$ cat config.mk
export PLATFORM = sky130hd
export DESIGN_NAME = vrns_queue
export DESIGN_NICKNAME = d
export VERILOG_FILES = /design/src/sv/vrns_pkg.sv /design/src/sv/vrns_queue.sv
export SDC_FILE = /design/constraint.sdc
export NUM_CORES = 1
export LEC_CHECK = 0
export BUFFER_PORTS_ARGS = -buffer_cell sky130_fd_sc_hd__buf_2
export CAP_MARGIN = 10
export CORE_MARGIN = 2
export CORE_UTILIZATION = 30
export DETAILED_ROUTE_END_ITERATION = 8
export PLACE_DENSITY_LB_ADDON = 0.25
export SETUP_SLACK_MARGIN = 0.05
export SLEW_MARGIN = 25
export SYNTH_ARGS = -nofsm -noshare
export SYNTH_HDL_FRONTEND = slang
export SYNTH_SLANG_ARGS = --single-unit
$ cat constraint.sdc
create_clock -name clk -period 5.4 [get_ports clk]
set_input_delay 1.08 -clock clk [delete_from_list [all_inputs] [get_ports clk]]
set_output_delay 1.08 -clock clk [all_outputs]
set_load 0.01 [all_outputs]
$ cat src/sv/vrns_pkg.sv
// Shared types and constants for the voxel ray next-cell step block.
package vrns_pkg;

	localparam int BIAS_W = 16;
	localparam logic [BIAS_W-1:0] BIAS_RESET = 16'd655;
	localparam int REG_STEP_BIAS = 0;

	// Biased point width and the wide width used for planes and crossings.
	localparam int PW = 33;
	localparam int HW = 34;

	typedef enum logic [1:0] {
		AXIS_X    = 2'd0,
		AXIS_Y    = 2'd1,
		AXIS_Z    = 2'd2,
		AXIS_NONE = 2'd3
	} axis_t;

	typedef logic signed [PW-1:0] pnt_t;

	// One classified item: biased point, direction and the winning axis.
	typedef struct packed {
		logic [2:0][PW-1:0] p;
		logic [2:0][31:0]   d;
		axis_t              axis;
	} step_t;

	typedef struct packed {
		logic  valid;
		step_t item;
	} push_t;

endpackage

$ cat src/sv/vrns_queue.sv
// Short queue between the front and back parts.
module vrns_queue (
	input  logic            clk,
	input  logic            arst_n,
	input  vrns_pkg::push_t push,
	output logic            full,
	input  logic            pop,
	output logic            head_valid,
	output vrns_pkg::step_t head
);

	localparam int DEPTH = 4;
	localparam int AW = $clog2(DEPTH);

	vrns_pkg::step_t mem_q [DEPTH];
	logic [AW-1:0] wr_q;
	logic [AW-1:0] rd_q;
	logic [AW:0]   cnt_q;
	logic do_push;
	logic do_pop;

	assign full       = (cnt_q == (AW+1)'(DEPTH));
	assign head_valid = (cnt_q != '0);
	assign head       = mem_q[rd_q];
	assign do_push    = push.valid && !full;
	assign do_pop     = pop && head_valid;

	always_ff @(posedge clk or negedge arst_n) begin
		if (!arst_n) begin
			wr_q  <= '0;
			rd_q  <= '0;
			cnt_q <= '0;
		end else begin
			if (do_push) wr_q <= wr_q + 1'b1;
			if (do_pop)  rd_q <= rd_q + 1'b1;
			if (do_push && !do_pop) begin
				cnt_q <= cnt_q + 1'b1;
			end else if (do_pop && !do_push) begin
				cnt_q <= cnt_q - 1'b1;
			end
		end
	end

	always_ff @(posedge clk) begin
		if (do_push) mem_q[wr_q] <= push.item;
	end

endmodule

After elaboration in Yosys (flattened, before gate mapping)
Memories as Yosys holds them, arrays and structs flattened.
Index checks and enable logic that the tools add are counted.
{"block": "totals", "regBits": 7, "mem_bits_rw": 788, "in_bits": 201, "output_inout_bits": 199, "word_cells": 22, "n_memories": 1}
{"memory": "mem_q", "depth": 4, "word_bits": 197, "rd": 1, "rd_clocked_by_memory_dff": 0, "wr": 1, "line": "vrns_queue.sv:15", "text": "vrns_pkg::step_t mem_q [DEPTH];"}
{"block": "op_classes", "n_addsub": 4, "eq_ne": 1, "n_mux": 4, "reduce_logical": 9}
{"op": "3-bit 2-to-1 mux", "n": 2}
{"op": "2-bit by 1-bit adder with 2-bit output (second input constant)", "n": 2}
{"op": "1-bit logical AND", "n": 4}
{"op": "3-bit by 1-bit adder with 3-bit output (second input constant)", "n": 1}
{"op": "3-bit == test (second input constant)", "n": 1}
{"op": "1-bit zero test", "n": 3}
{"op": "3-bit nonzero test", "n": 1}
{"op": "3-bit by 1-bit subtractor with 3-bit output (second input constant)", "n": 1}
{"op": "1-bit 2-to-1 mux", "n": 2}
{"op": "2-bit nonzero test", "n": 1}

Depth between registers and ports, before layout
{"block": "depth", "word_depth": 7, "mapped_depth": 9}

Worst setup path before layout
No wires, ideal clock.
{"block": "synth_path", "kind": "input -> register", "startpoint": "input push[197] (netlist name)", "endpoint": "memory mem_q[0][0] (netlist name) (enable)", "setup_time_ns": 0.582, "t_arrival_ns": 5.848, "path_slack_ns": -1.030, "stages": 3, "path_buffers": 1, "path_cell_list": "nor2b_1 -> buf_2 -> and2_1"}
{"block": "synth_via", "elab_chain_cells": 3}
{"item": "start: declaration", "line": "vrns_queue.sv:5", "text": "input vrns_pkg::push_t push,"}
{"item": "1-bit logical AND", "line": "vrns_queue.sv:25", "text": "assign do_push = push.valid && !full;"}
{"item": "via do_push", "line": "vrns_queue.sv:19", "text": "logic do_push;"}
{"item": "1-bit 2-to-1 mux", "line": "vrns_queue.sv:45", "text": "if (do_push) mem_q[wr_q] <= push.item;"}
{"item": "1-bit 2-to-1 mux (implied by the code)", "line": "vrns_queue.sv:45"}
{"item": "end: declaration", "line": "vrns_queue.sv:15"}
The timed path passes the listed nets, and every way through them passes these cells.

==> reports/metrics.csv <==
metric,value,unit
worst vdd ir,359,uV
Synth top area share,82.1,%
Skew-Pair Late Insertion Delay,0.64,ns
wire per inst,22.0,um
Mean Syn Cell Area,27.1,sq um
number of synthesized register bits,795,
die area,98500,sq um
Power Density,564,nW/um^2
H-tree levels,3,
Hold Crit Class,input port to async pin,
FILL cells,8733,
Worst Path Arrival,2.85,ns
CP endpoint,head[118],
Final TNS setup,0,ns
Syn Nets,1271,
CORE AREA,95000,sq um
distinct cell type count after synthesis,20,
status,completed,
Finish-stage setup viols,0,
post-synthesis sequential area ratio,82.8,%
Post-CTS Resized,0,
f_max,255,MHz
via count,13033,
IO Pins,400,
"Slew Viols, Final",0,
worst-path fanout max,34,
# clock sinks,795,
critical path endpoint category,primary output,
initial DRC count,872,
gr usage total,12.8,%
largest net degree at the start of global routing,70,
biggest area consumer among synthesized cells,edfxtp_1,
min cycle time layout,3.93,ns
Die Ht,314,um
FP Rows,113,
Yosys Warn Count,0,
vias in the first global route,14179,
R2R Path End,mem_q[3][170],
cts-stage hold buffer count,0,
DP HPWL,38.3,mm
vias per cell,4.52,
CTS buffer count,87,
Total Wirelength,63.4,mm
Syn Inst Count,1064,
endpoints failing hold,0,
die width,314,um
area delta synth->final,23.0,%
total setup buffers inserted after CTS,0,
relative slew slack,39.0,%
WS Path Type,flop to primary output,
CTS tree,yes,
most area-consuming cells after synthesis,"edfxtp_1, mux4_2, dfrtp_1",
Root Driver,clkbuf_16,
antenna violations before repair,15,
worst hold slack,0.278,ns
CTS max path bufs,3,
Worst setup startpoint,rd_q[0],
global-route wire length before repair,93.2,mm
Reg2Reg Depth,5,
Nets,1751,
R2R setup slack,2.93,ns
final global-route overflow total,0,
clock-pin slew on the worst setup and hold paths,0.06,ns
Final GP Congestion,0.706,
"Cell Area, Synth",28800,sq um
Tcrit/Tclk final,72.7,%
Startpoint Class,flop,
RSZ-0062 raised after global routing,no,
layout cells sized above 1,47.1,%
DR pass1 iterations,4,
worst-margin pin slew,0.915,ns
Pleak,11.8,nW
Critical R2R Launch,cnt_q[2],
remaining antenna violation count,0,
Initial Util,30.3,%
Clock Skew,0.0204,ns
IO Port Bufs,399,
maxcap violations,0,
Required @ worst endpoint,4.32,ns
DRC viols,0,
## cell type report
class	count	area (sq um)	area share, %
well taps	1265	1580	4.47
flip-flops and latches	795	23800	67.3
clock inverters	47	444	1.25
diodes	3	7.51	0.0212
inverters	3	11.3	0.0318
repair buffers	436	2510	7.08
multi-input cells	221	4660	13.2
clock buffers	112	2360	6.65
## state kept, by name, summed over array words and instances (netlist names)
name	flops
cnt_q	3
mem_q	788
rd_q	2
wr_q	2
## through the flow
stage	cells	total power [mW]	util, %	cell area [sq um]	worst slack [ns]
4_1_cts	2877	20.4	37.2	35400	1.21
3_3_place_gp	2718	14.4	34.3	32600	1.96
2_1_floorplan	1064	12.1	-	28800	1.18
6_report	2882	20.0	37.3	35400	1.47
5_1_grt	2881	21.0	37.3	35400	1.24
3_5_place_dp	2718	14.5	34.3	32600	1.96
## where the power goes
group	leakage (nW)	total (mW)	internal, mW	switching [mW]
sequential	7.30	8.47	8.14	0.325
combinational	3.19	5.71	2.55	3.15
clock	1.35	5.79	3.46	2.33
## worst max-delay path: stages, from the launching register on
cell	delay, ns
dfrtp_4	0.80
buf_12	0.26
buf_12	0.31
mux4_2	0.60
buf_2	0.17
## Yosys cell counts
master      n
edfxtp_1  788
mux4_2    197
buf_2      24
buf_6      14
dfrtp_1     7
clkbuf_1    6
ha_1        5
and2_1      4
xnor2_1     4
inv_1       3
mux2_2      2
xor2_1      2
buf_1       1
fa_1        1
nand2_1     1
nand3_1     1
nor2_1      1
nor2b_1     1
nor3b_1     1
or3_1       1
## worst min path at each step
stage | to | slack, ns | cells after the start
after floorplan | cnt_q[2] | 0.45 | 1
after detailed placement | cnt_q[2] | 0.49 | 1
final | cnt_q[0] | 0.28 | 1
after global routing | rd_q[0] | 0.23 | 1
after global placement | cnt_q[2] | 0.46 | 1
after CTS | cnt_q[0] | 0.21 | 1
## cells by family (layout without fill, tap and decap cells)
group	after synthesis	in the layout	synth area share [%]
fa+ha+maj	6	6	0.287
simple gates	10	10	0.200
flops	795	795	82.8
buf+inv	48	598	1.09
mux	199	199	15.5
xor+xnor	6	6	0.182
other cells	0	3	0
## routing by layer
layer  part of all wire, %  routed length (um)  global-route usage (%)
met5                  0.24                 155                       0
met4                   2.2                1400                    3.63
met3                   8.2                5190                    5.10
met2                    49               31100                    20.9
met1                    40               25500                    15.8
## layout by cell type (no fill, tap or decap), drive strengths merged
cell type and count:
buf 436, nand2 1, ha 5, xor2 2, mux4 197, dfrtp 7
nor2 1, nand3 1, nor3b 1, and2 4, clkinv 30, mux2 2
or3 1, edfxtp 788, clkinvlp 5, fa 1, inv 7, clkbuf 112
nor2b 1, xnor2 4, diode 3, bufinv 8
Note: power is estimated with default switching activity, not from simulation.
